$ cat src/rivp_pkg.sv
// shared types, constants and the gaussian lookup table of the radial impact velocity block
// no dependencies
package rivp_pkg;

    localparam int EXP_TABLE_DEPTH     = 256;
    localparam int COORD_FRACTION_BITS = 24;

    // r2 is the exact 65-bit sum of squares shifted down to Q17.16
    localparam int R2_SHIFT = 2 * COORD_FRACTION_BITS - 16;
    localparam int R2_W     = (R2_SHIFT == 0) ? 64 : 65 - R2_SHIFT;
    localparam int CMP_W    = (R2_W > 32) ? R2_W : 32;
    localparam int MUL_W    = (R2_W < 40) ? R2_W : 40;
    localparam int R2X_W    = (R2_W > 40) ? R2_W : 41;
    localparam int PROD_W   = MUL_W + 32;

    localparam int T_W       = 24;
    localparam int P_W       = 17;
    localparam int FRAC_BITS = 21;
    localparam int TAB_AW    = $clog2(EXP_TABLE_DEPTH + 1);
    localparam int POS_W     = T_W + TAB_AW;
    localparam int IDX_W     = POS_W - FRAC_BITS;

    localparam logic [T_W-1:0] T_MAX = {T_W{1'b1}};
    localparam logic [P_W-1:0] P_ONE = P_W'(65536);

    localparam logic [1:0] SHAPE_GAUSS     = 2'd0;
    localparam logic [1:0] SHAPE_CIRCULAR  = 2'd1;
    localparam logic [1:0] SHAPE_PARABOLIC = 2'd2;
    localparam logic [1:0] SHAPE_GAUSS_ALT = 2'd3;

    localparam int CFG_IDX_W = 3;
    localparam logic [CFG_IDX_W-1:0] REG_CENTER_X     = 3'd0;
    localparam logic [CFG_IDX_W-1:0] REG_CENTER_Y     = 3'd1;
    localparam logic [CFG_IDX_W-1:0] REG_INV_SIGMA_SQ = 3'd2;
    localparam logic [CFG_IDX_W-1:0] REG_CUTOFF_SQ    = 3'd3;
    localparam logic [CFG_IDX_W-1:0] REG_SHAPE_MODE   = 3'd4;
    localparam logic [CFG_IDX_W-1:0] REG_COEF_X       = 3'd5;
    localparam logic [CFG_IDX_W-1:0] REG_COEF_Y       = 3'd6;
    localparam logic [CFG_IDX_W-1:0] REG_COEF_Z       = 3'd7;

    typedef struct packed {
        logic signed [31:0] node_x;
        logic signed [31:0] node_y;
    } t_in_item;

    typedef struct packed {
        logic signed [31:0] vel_x;
        logic signed [31:0] vel_y;
        logic signed [31:0] vel_z;
        logic               update;
    } t_out_item;

    typedef struct packed {
        logic signed [31:0] ctr_x;
        logic signed [31:0] ctr_y;
        logic [31:0]        inv_sigma_sq;
        logic [31:0]        cutoff_sq;
        logic [1:0]         shape_mode;
        logic signed [31:0] coef_x;
        logic signed [31:0] coef_y;
        logic signed [31:0] coef_z;
    } t_cfg;

    typedef struct packed {
        logic valid;
        logic in_range;
    } t_ctl;

    typedef logic [P_W-1:0] t_exp_tab [0:EXP_TABLE_DEPTH];

    // exp(-16k/depth) in Q1.16, stepped in Q2.30 from a taylor series step
    function automatic t_exp_tab build_exp_tab();
        logic [63:0] x;
        logic [63:0] pos;
        logic [63:0] neg;
        logic [63:0] term;
        logic [63:0] step;
        logic [63:0] acc;
        t_exp_tab    tab;
        x    = (64'd16 << 30) / EXP_TABLE_DEPTH;
        pos  = 64'd1 << 30;
        neg  = 64'd0;
        term = 64'd1 << 30;
        for (int n = 1; n <= 24; n++) begin
            term = ((term * x) >> 30) / 64'(n);
            if (n % 2 == 1) begin
                neg = neg + term;
            end else begin
                pos = pos + term;
            end
        end
        step = (neg > pos) ? 64'd0 : pos - neg;
        acc  = 64'd1 << 30;
        for (int k = 0; k <= EXP_TABLE_DEPTH; k++) begin
            if (k > 0) begin
                acc = (acc * step + (64'd1 << 29)) >> 30;
            end
            tab[k] = P_W'((acc + (64'd1 << 13)) >> 14);
        end
        return tab;
    endfunction

    localparam t_exp_tab EXP_TAB = build_exp_tab();

endpackage

$ cat src/rivp_scale.sv
// output stage: profile times the three velocity coefficients, rounded, into the output register
// depends on rivp_pkg
module rivp_scale (
    input  logic                     i_clk,
    input  logic                     i_rst_n,
    input  logic                     i_en,
    input  rivp_pkg::t_ctl           i_ctl,
    input  logic [rivp_pkg::P_W-1:0] i_p,
    input  rivp_pkg::t_cfg           i_cfg,
    output logic                     o_valid,
    output rivp_pkg::t_out_item      o_out
);
    import rivp_pkg::*;

    logic signed [P_W:0]  ps;
    logic signed [P_W+32:0] px, py, pz;
    logic                 r_valid;
    t_out_item            n_out, r_out;

    // round to nearest, ties toward +inf
    always_comb begin
        ps = $signed({1'b0, i_p});
        px = i_cfg.coef_x * ps + (P_W+33)'(32768);
        py = i_cfg.coef_y * ps + (P_W+33)'(32768);
        pz = i_cfg.coef_z * ps + (P_W+33)'(32768);
        if (i_ctl.in_range) begin
            n_out.vel_x  = px[47:16];
            n_out.vel_y  = py[47:16];
            n_out.vel_z  = pz[47:16];
            n_out.update = 1'b1;
        end else begin
            n_out = '0;
        end
    end

    always_ff @(posedge i_clk) begin
        if (!i_rst_n) begin
            r_valid <= 1'b0;
        end else if (i_en) begin
            r_valid <= i_ctl.valid;
        end
    end

    always_ff @(posedge i_clk) begin
        if (i_en) begin
            r_out <= n_out;
        end
    end

    assign o_valid = r_valid;
    assign o_out   = r_out;

endmodule

$ cat config.mk
export PLATFORM = sky130hd
export DESIGN_NAME = rivp_scale
export DESIGN_NICKNAME = d
export VERILOG_FILES = /design/src/rivp_pkg.sv /design/src/rivp_scale.sv
export SDC_FILE = /design/constraint.sdc
export NUM_CORES = 2
export LEC_CHECK = 0
export BUFFER_PORTS_ARGS = -buffer_cell sky130_fd_sc_hd__buf_4
export CELL_PAD_IN_SITES_DETAIL_PLACEMENT = 1
export CELL_PAD_IN_SITES_GLOBAL_PLACEMENT = 1
export CORE_MARGIN = 5
export CORE_UTILIZATION = 40
export CTS_CLUSTER_DIAMETER = 30
export CTS_CLUSTER_SIZE = 16
export DETAILED_ROUTE_END_ITERATION = 10
export PLACE_DENSITY = 0.66
export SLEW_MARGIN = 20
export SYNTH_ARGS = -nofsm -noshare
export SYNTH_HDL_FRONTEND = slang
export SYNTH_SLANG_ARGS = --single-unit
$ cat constraint.sdc
create_clock -name i_clk -period 12.35 [get_ports i_clk]
set_input_delay 1.235 -clock i_clk [delete_from_list [all_inputs] [get_ports i_clk]]
set_output_delay 1.235 -clock i_clk [all_outputs]
set_load 0.005 [all_outputs]
==> reports/results.tsv <==
metric	value	unit
outcome	completed	
number_of_synthesized_register_bits	98	
layout_worst_path_cycle_share	0.698	
synth_enable_flop_cells	97	
maximum_number_of_pins_on_one_net_before_global_route_repair	80	
detail_route.iter0.violations	1769	
worst_skew_pair.late_latency	0.46	ns
synth-async-reset-ratio	0	
yosysTopAreaCellShare	0.509	
grt-ovfl-total	0	
num_rows	142	
wire_length_of_the_first_global_routing_pass	277	mm
stdcell_area	0.0635	mm2
yosys.cell_types.count	77	
htree_num_levels	3	
commonest_cells_post_synth	1,662 x sky130_fd_sc_hd__inv_1, 1,524 x sky130_fd_sc_hd__fa_1, 1,110 x sky130_fd_sc_hd__and2_1	
cp_cell_sequence	buf_4 -> buf_4 -> nand2_1 -> fa_1 -> fa_1 -> fa_1 -> inv_1 -> fa_1 -> fa_1 -> inv_1 -> fa_1 -> inv_1 -> ha_1 -> a21oi_1 -> o21ai_0 -> a2111oi_2 -> o211ai_1 -> o21ai_2 -> o21ai_1 -> a21o_1 -> o21ai_1 -> a21oi_1	
syn_inst	6417	
dpl_cell_area	0.0632	mm2
cts_inserted_buffers	9	
cts.repair.resized	0	
cts_sinks	98	
setup.worst_path.class	in2reg	
routed_wl	171	mm
hold_buffers	0	
syn-num-nets	8615	
final-instance-count-excl-fill	8402	
chipHeight	397	um
wl_per_cell	20.4	um
post_route_cells_drive_above_1_share	0.0462	
worstPathRequired	12.58	ns
worstReg2RegStart	o_valid$_SDFFE_PN0P_	
vias	41700	
cts.path.max_buffers	2	
post_synth_main_area_contributors	sky130_fd_sc_hd__fa_1 51%, sky130_fd_sc_hd__and2_1 12%, sky130_fd_sc_hd__inv_1 10%, sky130_fd_sc_hd__ha_1 8.9%, sky130_fd_sc_hd__edfxtp_1 4.9%	
hpwlAfterDp	135	mm
core_area	0.149	mm2
initial_antenna_violation_count	13	
totalNegativeSetupSlack	0	ns
combined_area_of_all_synthesized_cells	0.0599	mm2
critical-path-slowest-cell	sky130_fd_sc_hd__fa_1	
die_w	397	um
max_cap_violations	0	
max_slew.worst_pin.slew	0.871	ns
setup_viol	0	
finalHoldViolCount	0	
startpoint_type	input port	
rsz0062_at_grt	false	
post-cts-setup-buffer-count	0	
drt-vias-per-instance	4.96	
post-synth-top-count-cell	sky130_fd_sc_hd__inv_1	
min-delay-start	o_valid$_SDFFE_PN0P_	
grt_pass1_vias	49100	
number_of_input_and_output_port_buffers_inserted	215	
seq_area_frac_synth	0.0490	
worst_skew	0	ns
achievable-frequency	116	MHz
max-slew-margin-rel	0.420	
tritoncts	yes	
synthesis.yosys.warnings	0	
finish.net_count	8572	
final_max_slew_viol_count	0	
layout.filler_cells	17200	
post_synth.cell_area_avg	9.33	um2
antenna_left	0	
cp-startpoint	i_p[5]	
die_area	0.158	mm2
critPathArrivalTime	8.86	ns
yosys_most_used_dff	sky130_fd_sc_hd__edfxtp_1	
clk_pin_slew_worst_paths	0.10	ns
maximum_net_fanout_on_the_critical_path	34	
post-route-drc-count	0	
cp_common_cell	sky130_fd_sc_hd__fa_1	
detailedRoute.firstPassIterationCount	5	
worstHoldPathType	reg2reg	
timing.critical_path.to_type	flip-flop	
area.sequential	0.00293	mm2
synth_top_cell_by_area	sky130_fd_sc_hd__fa_1	
grtUsageTotal	0.227	
placed_cells	8379	
globalplace.congestion	0.815	
floorplan.io_pins	346	
layout_min_cycle_time	8.63	ns
start_util	0.401	
syn_to_final_growth	6.00	%
max_stage_delay	0.71	ns
master_cell_of_the_clock_root_buffer	sky130_fd_sc_hd__clkbuf_16	
multi_input_comb_area	0.0496	mm2
-- per-layer routing --
| metal | routed length, um | up-vias | global-route usage |
|---|---|---|---|
| met3 | 5270 | 163 | 0.0205 |
| met1 | 73500 | 22600 | 0.297 |
| met2 | 88000 | 590 | 0.404 |
| met5 | 19 | - | 0 |
| li1 | - | 18400 | - |
| met4 | 4560 | 2 | 0.0589 |
-- worst paths after layout --
path                            slack, ns  cells after the start                       to
worst max-delay path                 3.72                     22  o_out[94]$_SDFFCE_PN0P_
worst max register to register      11.76                      2     o_valid$_SDFFE_PN0P_
worst min-delay path                 0.53                      2     o_valid$_SDFFE_PN0P_
worst min register to register       0.53                      2     o_valid$_SDFFE_PN0P_
-- critical path: cells and delay by family --
kind / cells / cell delay, ns
adder cells (fa/ha/maj): 7 / 3.52
AO/OA/AOI/OAI: 9 / 2.84
buffers and inverters: 5 / 1.07
AND/OR/NAND/NOR: 1 / 0.12
-- through the flow --
stage | utilization | hold WS [ns] | setup slack (ns)
after detailed placement | 0.423 | 0.521 | 3.26
after floorplan | - | 0.507 | 4.95
final | 0.425 | 0.531 | 3.72
after global routing | 0.425 | 0.576 | 3.43
after CTS | 0.425 | 0.537 | 3.78
after global placement | 0.423 | 0.501 | 3.38
-- placed cells by master, fill, tap and decap left out, drive strengths merged, types with 8 or more instances in the layout --
cell       n
xor2      36
edfxtp    97
a31oi     12
fa      1524
a211oi    10
nand4     19
inv     1666
mux2i     12
a21o      63
and2    1110
o211ai    12
xnor2     78
a21oi    114
nor3      22
buf      246
and3       8
ha       426
nand2b    14
o21bai    11
nand2    597
o21a      12
nor2b      9
o21ai     51
nand3     33
clkbuf     9
nor2     120
-- final cells by class --
type                       count  share of cell area
timing repair buffer         246              0.0293
inverter                    1663              0.0984
tap                         2016              0.0397
clock buffer                   9             0.00355
clock inverter                 7             0.00150
antenna                        7            0.000276
sequential                    98              0.0462
multi-input combinational   4356               0.781
-- sequential cells by signal, summed over array words and instances, names as in the netlist --
register,flops
o_out,97
o_valid,1
-- kinds of logic (layout without fill, tap and decap cells) --
kind of cell,after synthesis,count (layout),share of synthesized area
AND/OR/NAND/NOR,1948,1948,0.173
buffers and inverters,1963,1925,0.123
XOR/XNOR,114,114,0.0167
AO/OA/AOI/OAI,331,331,0.0378
multiplexers,13,13,0.00219
other,0,7,0
flip-flops,98,98,0.0490
adder cells (fa/ha/maj),1950,1950,0.598
Power is left out: the tool's default activity adds up to more than one toggle a clock period on the data nets, which glitch-free logic cannot reach.
