===== config.mk =====
export PLATFORM = sky130hd
export DESIGN_NAME = rivp_geom
export DESIGN_NICKNAME = d
export VERILOG_FILES = /design/src/rivp_pkg.sv /design/src/rivp_geom.sv
export SDC_FILE = /design/constraint.sdc
export NUM_CORES = 2
export LEC_CHECK = 0
export BUFFER_PORTS_ARGS = -buffer_cell sky130_fd_sc_hd__buf_2
export CAP_MARGIN = 20
export CORE_ASPECT_RATIO = 1.2
export CORE_MARGIN = 3
export CORE_UTILIZATION = 50
export CTS_CLUSTER_DIAMETER = 200
export DETAILED_ROUTE_END_ITERATION = 16
export PLACE_DENSITY = 0.72
export SYNTH_ARGS = -nofsm -noshare
export SYNTH_HDL_FRONTEND = slang
export SYNTH_SLANG_ARGS = --single-unit

===== constraint.sdc =====
create_clock -name i_clk -period 9.7 [get_ports i_clk]
set_input_delay 2.425 -clock i_clk [delete_from_list [all_inputs] [get_ports i_clk]]
set_output_delay 2.425 -clock i_clk [all_outputs]
set_load 0.03 [all_outputs]

===== src/rivp_pkg.sv =====
// shared types, constants and the gaussian lookup table of the radial impact velocity block
// no dependencies
package rivp_pkg;

    localparam int EXP_TABLE_DEPTH     = 256;
    localparam int COORD_FRACTION_BITS = 24;

    // r2 is the exact 65-bit sum of squares shifted down to Q17.16
    localparam int R2_SHIFT = 2 * COORD_FRACTION_BITS - 16;
    localparam int R2_W     = (R2_SHIFT == 0) ? 64 : 65 - R2_SHIFT;
    localparam int CMP_W    = (R2_W > 32) ? R2_W : 32;
    localparam int MUL_W    = (R2_W < 40) ? R2_W : 40;
    localparam int R2X_W    = (R2_W > 40) ? R2_W : 41;
    localparam int PROD_W   = MUL_W + 32;

    localparam int T_W       = 24;
    localparam int P_W       = 17;
    localparam int FRAC_BITS = 21;
    localparam int TAB_AW    = $clog2(EXP_TABLE_DEPTH + 1);
    localparam int POS_W     = T_W + TAB_AW;
    localparam int IDX_W     = POS_W - FRAC_BITS;

    localparam logic [T_W-1:0] T_MAX = {T_W{1'b1}};
    localparam logic [P_W-1:0] P_ONE = P_W'(65536);

    localparam logic [1:0] SHAPE_GAUSS     = 2'd0;
    localparam logic [1:0] SHAPE_CIRCULAR  = 2'd1;
    localparam logic [1:0] SHAPE_PARABOLIC = 2'd2;
    localparam logic [1:0] SHAPE_GAUSS_ALT = 2'd3;

    localparam int CFG_IDX_W = 3;
    localparam logic [CFG_IDX_W-1:0] REG_CENTER_X     = 3'd0;
    localparam logic [CFG_IDX_W-1:0] REG_CENTER_Y     = 3'd1;
    localparam logic [CFG_IDX_W-1:0] REG_INV_SIGMA_SQ = 3'd2;
    localparam logic [CFG_IDX_W-1:0] REG_CUTOFF_SQ    = 3'd3;
    localparam logic [CFG_IDX_W-1:0] REG_SHAPE_MODE   = 3'd4;
    localparam logic [CFG_IDX_W-1:0] REG_COEF_X       = 3'd5;
    localparam logic [CFG_IDX_W-1:0] REG_COEF_Y       = 3'd6;
    localparam logic [CFG_IDX_W-1:0] REG_COEF_Z       = 3'd7;

    typedef struct packed {
        logic signed [31:0] node_x;
        logic signed [31:0] node_y;
    } t_in_item;

    typedef struct packed {
        logic signed [31:0] vel_x;
        logic signed [31:0] vel_y;
        logic signed [31:0] vel_z;
        logic               update;
    } t_out_item;

    typedef struct packed {
        logic signed [31:0] ctr_x;
        logic signed [31:0] ctr_y;
        logic [31:0]        inv_sigma_sq;
        logic [31:0]        cutoff_sq;
        logic [1:0]         shape_mode;
        logic signed [31:0] coef_x;
        logic signed [31:0] coef_y;
        logic signed [31:0] coef_z;
    } t_cfg;

    typedef struct packed {
        logic valid;
        logic in_range;
    } t_ctl;

    typedef logic [P_W-1:0] t_exp_tab [0:EXP_TABLE_DEPTH];

    // exp(-16k/depth) in Q1.16, stepped in Q2.30 from a taylor series step
    function automatic t_exp_tab build_exp_tab();
        logic [63:0] x;
        logic [63:0] pos;
        logic [63:0] neg;
        logic [63:0] term;
        logic [63:0] step;
        logic [63:0] acc;
        t_exp_tab    tab;
        x    = (64'd16 << 30) / EXP_TABLE_DEPTH;
        pos  = 64'd1 << 30;
        neg  = 64'd0;
        term = 64'd1 << 30;
        for (int n = 1; n <= 24; n++) begin
            term = ((term * x) >> 30) / 64'(n);
            if (n % 2 == 1) begin
                neg = neg + term;
            end else begin
                pos = pos + term;
            end
        end
        step = (neg > pos) ? 64'd0 : pos - neg;
        acc  = 64'd1 << 30;
        for (int k = 0; k <= EXP_TABLE_DEPTH; k++) begin
            if (k > 0) begin
                acc = (acc * step + (64'd1 << 29)) >> 30;
            end
            tab[k] = P_W'((acc + (64'd1 << 13)) >> 14);
        end
        return tab;
    endfunction

    localparam t_exp_tab EXP_TAB = build_exp_tab();

endpackage


===== src/rivp_geom.sv =====
// distance stages: offset from the centre, squares, r2 and cutoff test
// depends on rivp_pkg
module rivp_geom (
    input  logic                      i_clk,
    input  logic                      i_rst_n,
    input  logic                      i_en,
    input  logic                      i_valid,
    input  rivp_pkg::t_in_item        i_in,
    input  rivp_pkg::t_cfg            i_cfg,
    output rivp_pkg::t_ctl            o_ctl,
    output logic [rivp_pkg::R2_W-1:0] o_r2
);
    import rivp_pkg::*;

    logic signed [32:0] dx, dy;
    logic [31:0]        n_ax, n_ay;
    logic [31:0]        r_ax, r_ay;
    logic [63:0]        r_sqx, r_sqy;
    logic [64:0]        sum;
    logic [R2_W-1:0]    n_r2, r_r2;
    logic               n_in_range;
    logic               r_v1, r_v2;
    t_ctl               r_ctl;

    always_comb begin
        dx   = {i_in.node_x[31], i_in.node_x} - {i_cfg.ctr_x[31], i_cfg.ctr_x};
        dy   = {i_in.node_y[31], i_in.node_y} - {i_cfg.ctr_y[31], i_cfg.ctr_y};
        n_ax = dx[32] ? 32'(-dx) : dx[31:0];
        n_ay = dy[32] ? 32'(-dy) : dy[31:0];
    end

    always_comb begin
        sum = {1'b0, r_sqx} + {1'b0, r_sqy};
        if (R2_SHIFT == 0) begin
            n_r2 = sum[64] ? {R2_W{1'b1}} : R2_W'(sum);
        end else begin
            n_r2 = R2_W'(sum >> R2_SHIFT);
        end
        // all ones disables the cutoff, equality counts as inside
        n_in_range = (i_cfg.cutoff_sq == 32'hFFFF_FFFF)
                     || (CMP_W'(n_r2) <= CMP_W'(i_cfg.cutoff_sq));
    end

    always_ff @(posedge i_clk) begin
        if (!i_rst_n) begin
            r_v1  <= 1'b0;
            r_v2  <= 1'b0;
            r_ctl <= '0;
        end else if (i_en) begin
            r_v1           <= i_valid;
            r_v2           <= r_v1;
            r_ctl.valid    <= r_v2;
            r_ctl.in_range <= n_in_range;
        end
    end

    always_ff @(posedge i_clk) begin
        if (i_en) begin
            r_ax  <= n_ax;
            r_ay  <= n_ay;
            r_sqx <= r_ax * r_ax;
            r_sqy <= r_ay * r_ay;
            r_r2  <= n_r2;
        end
    end

    assign o_ctl = r_ctl;
    assign o_r2  = r_r2;

endmodule


==> impl_metrics.ini <==
[detailed_routing]
firstDrtPassIters = 6
ant_nets = 0
wl_mm = 180
routed_via_density = 5.39
drt_iter0_markers = 3236
avgRoutedWirePerCell_um = 18.5
drc = 0
vias = 52400

[flow_run]
drv_cap = 0

[logic_synthesis]
synth_most_common_cell = inv_1
synthFlopType = edfxtp_1
synthSimpleGateAreaFrac = 0.109
ys_async_sr_fraction = 0
synth-adder-area-share = 0.562
syn_avg_cell_area_sq_um = 9.55
ys_seq_elements = 225
synth_edf_count = 221
syn_inst = 7669
synth_mux_area_frac = 0.00183
synth_compound_area_frac = 0.0746
yosysUniqueCellTypes = 88
syn_area_sq_um = 73300
ys_warn_count = 0
yosys-top-cells-area = fa_1 43%, ha_1 13%, inv_1 11%
synth-seq-area-share = 0.0917
ys_top_cells_by_count = 2,067 x inv_1, 1,586 x fa_1, 752 x ha_1
synth_xor_xnor_area_share = 0.0411
synth_top_area_frac = 0.433
synth_top_family_by_area = adder cells
yosysTopAreaCell = fa_1

[layout]
fill_cells = 12800
multiInputGateArea_sq_um = 57800
area_growth_pct = 5.83
ff_latch_area_sq_um = 6720
drive_above_1_share = 0.0541
final_nets = 10400

[outcome]
status = finished, final reports clean

[place]
hpwl_mm = 152
routabilityCongestion = 0.917
port_buffers = 198

[die]
fp.dieW_um = 355
core_area_sq_um = 145000
die-area_sq_um = 151000
pin_count = 329
initial_core_util = 0.504
fp-row-count = 153
die_h_um = 425

[timing]
rsz0062_at_grt = no
min_period_over_period = 0.947
fin_setup_tns_ns = 0
layout_min_cycle_time_ns = 9.19
drv_slew = 0
final.setup_skew_ns = 0.0260
worst_pin_slew_ns = 1.30
final-hold-violation-count = 0
fmax_mhz = 109
setup_viol = 0
relSlewSlack = 0.135

[global_routing]
grt_antenna_before_repair = 7
track_usage = 0.246
grt_pass1_wl_mm = 295
grt_pass1_vias = 58600
grt_start_max_net_pins = 126
overflow = 0

[cts]
cts_tree = done
clk-insertion-delay-late_ns = 0.60
clockRootBuffer = clkbuf_16
holdBufCountCts = 0
clockBufferDepth = 3
path_clk_slew_ns = 0.06
htree_levels = 1
cts_sinks = 225
numCtsBuffers = 27

[critical_path]
cp.required_ns = 10.02
crit_path_end_kind = flip-flop
crit_fanout = 17
path_class = reg -> reg
worstSetupStartpointType = flip-flop
arrival_ns = 9.50

[worst_hold_path]
hold_path_class = reg -> reg
cells by family (layout without fill, tap and decap cells):
kind of cell	Yosys count	count (layout)
buffers and inverters	2332	2442
muxes	13	13
other	1	5
and+or+nand+nor	1584	1584
xor gates and xnor gates	344	344
DFF	225	225
adders and majority gates	2338	2338
AOI/OAI and AO/OA	832	832
cell type report:
cell class                      count  share of cell area
Multi-Input combinational cell   5113               0.745
Inverter                         2068               0.100
Sequential cell                   225              0.0866
Tap cell                         1937              0.0313
Timing Repair Buffer              325              0.0261
Clock buffer                       38             0.00938
Clock inverter                     11             0.00148
Antenna cell                        3           0.0000968
critical path: stages (launching register included):
cell and delay (ns):
edfxtp_1 0.91, buf_4 0.28, nand2_1 0.08, fa_1 0.53
inv_1 0.07, fa_1 0.48, fa_1 0.52, inv_1 0.08
fa_1 0.49, inv_1 0.06, fa_1 0.48, fa_1 0.57
fa_1 0.43, fa_1 0.44, ha_1 0.38, nand3_2 0.14
or4_1 0.56, nor2_1 0.12, o211ai_1 0.12, and3_1 0.24
a311o_1 0.49, a31oi_4 0.25, a31oi_4 0.16, o21ai_2 0.18
or3b_1 0.40, a311oi_1 0.33, xor2_1 0.12
layout by cell type, fill, tap and decap left out, drive strengths merged, types with 10 or more instances in the layout:
| master | n |
|---|---|
| nor4 | 15 |
| or2 | 11 |
| and3 | 32 |
| and4 | 11 |
| mux2i | 10 |
| o31ai | 19 |
| a211o | 11 |
| nand2b | 30 |
| a211oi | 25 |
| inv | 2069 |
| edfxtp | 221 |
| ha | 752 |
| xor2 | 141 |
| o21a | 25 |
| o21bai | 42 |
| and2 | 476 |
| fa | 1586 |
| a31oi | 43 |
| o21ai | 129 |
| a21o | 168 |
| xnor2 | 203 |
| nand3 | 46 |
| buf | 325 |
| a31o | 26 |
| nor2 | 188 |
| nand4 | 55 |
| nor3 | 30 |
| a21oi | 243 |
| o211ai | 14 |
| nand2 | 595 |
| nor2b | 55 |
| a221oi | 11 |
| clkbuf | 38 |
through the flow:
step           instances  area [sq um]   util  hold slack [ns]  setup slack (ns)
6_report            9720         77500  0.534            0.526             0.513
5_1_grt             9720         77500  0.534            0.549             0.165
4_1_cts             9715         77500  0.533            0.529             0.435
3_5_place_dp        9666         76700  0.528            0.515             0.523
3_3_place_gp        9666         76700  0.528            0.499             0.592
2_1_floorplan       7670         73300      -            0.482              1.21
layer usage:
metal  vias up  track usage  wire (um)
li1      23500            -          -
met1     26700        0.282      64400
met2      1584        0.444      93400
met3       646       0.0296       9610
met4         2        0.140      12400
met5         -            0         13
timing repair:
action | CTS | global route
buffers inserted | 0 | 2
endpoints found under the setup margin | 0 | 1
gates resized for setup | 0 | 0
final timing paths:
check / startpoint / endpoint / slack [ns] / cells after the start
max: r_ax[5] / r_sqx[62] / 0.51 / 26
min: r_v1 / r_v1 / 0.53 / 2
max reg2reg: r_ax[5] / r_sqx[62] / 0.51 / 26
min reg2reg: r_v1 / r_v1 / 0.53 / 2
registers in the layout (all words and copies together), names as in the netlist:
| name | flops |
|---|---|
| r_v2 | 1 |
| r_v1 | 1 |
| r_sqx | 62 |
| o_r2 | 33 |
| r_ay | 32 |
| o_ctl | 2 |
| r_sqy | 62 |
| r_ax | 32 |
Power is left out: the tool's default activity adds up to more than one toggle a clock period on the data nets, which glitch-free logic cannot reach.
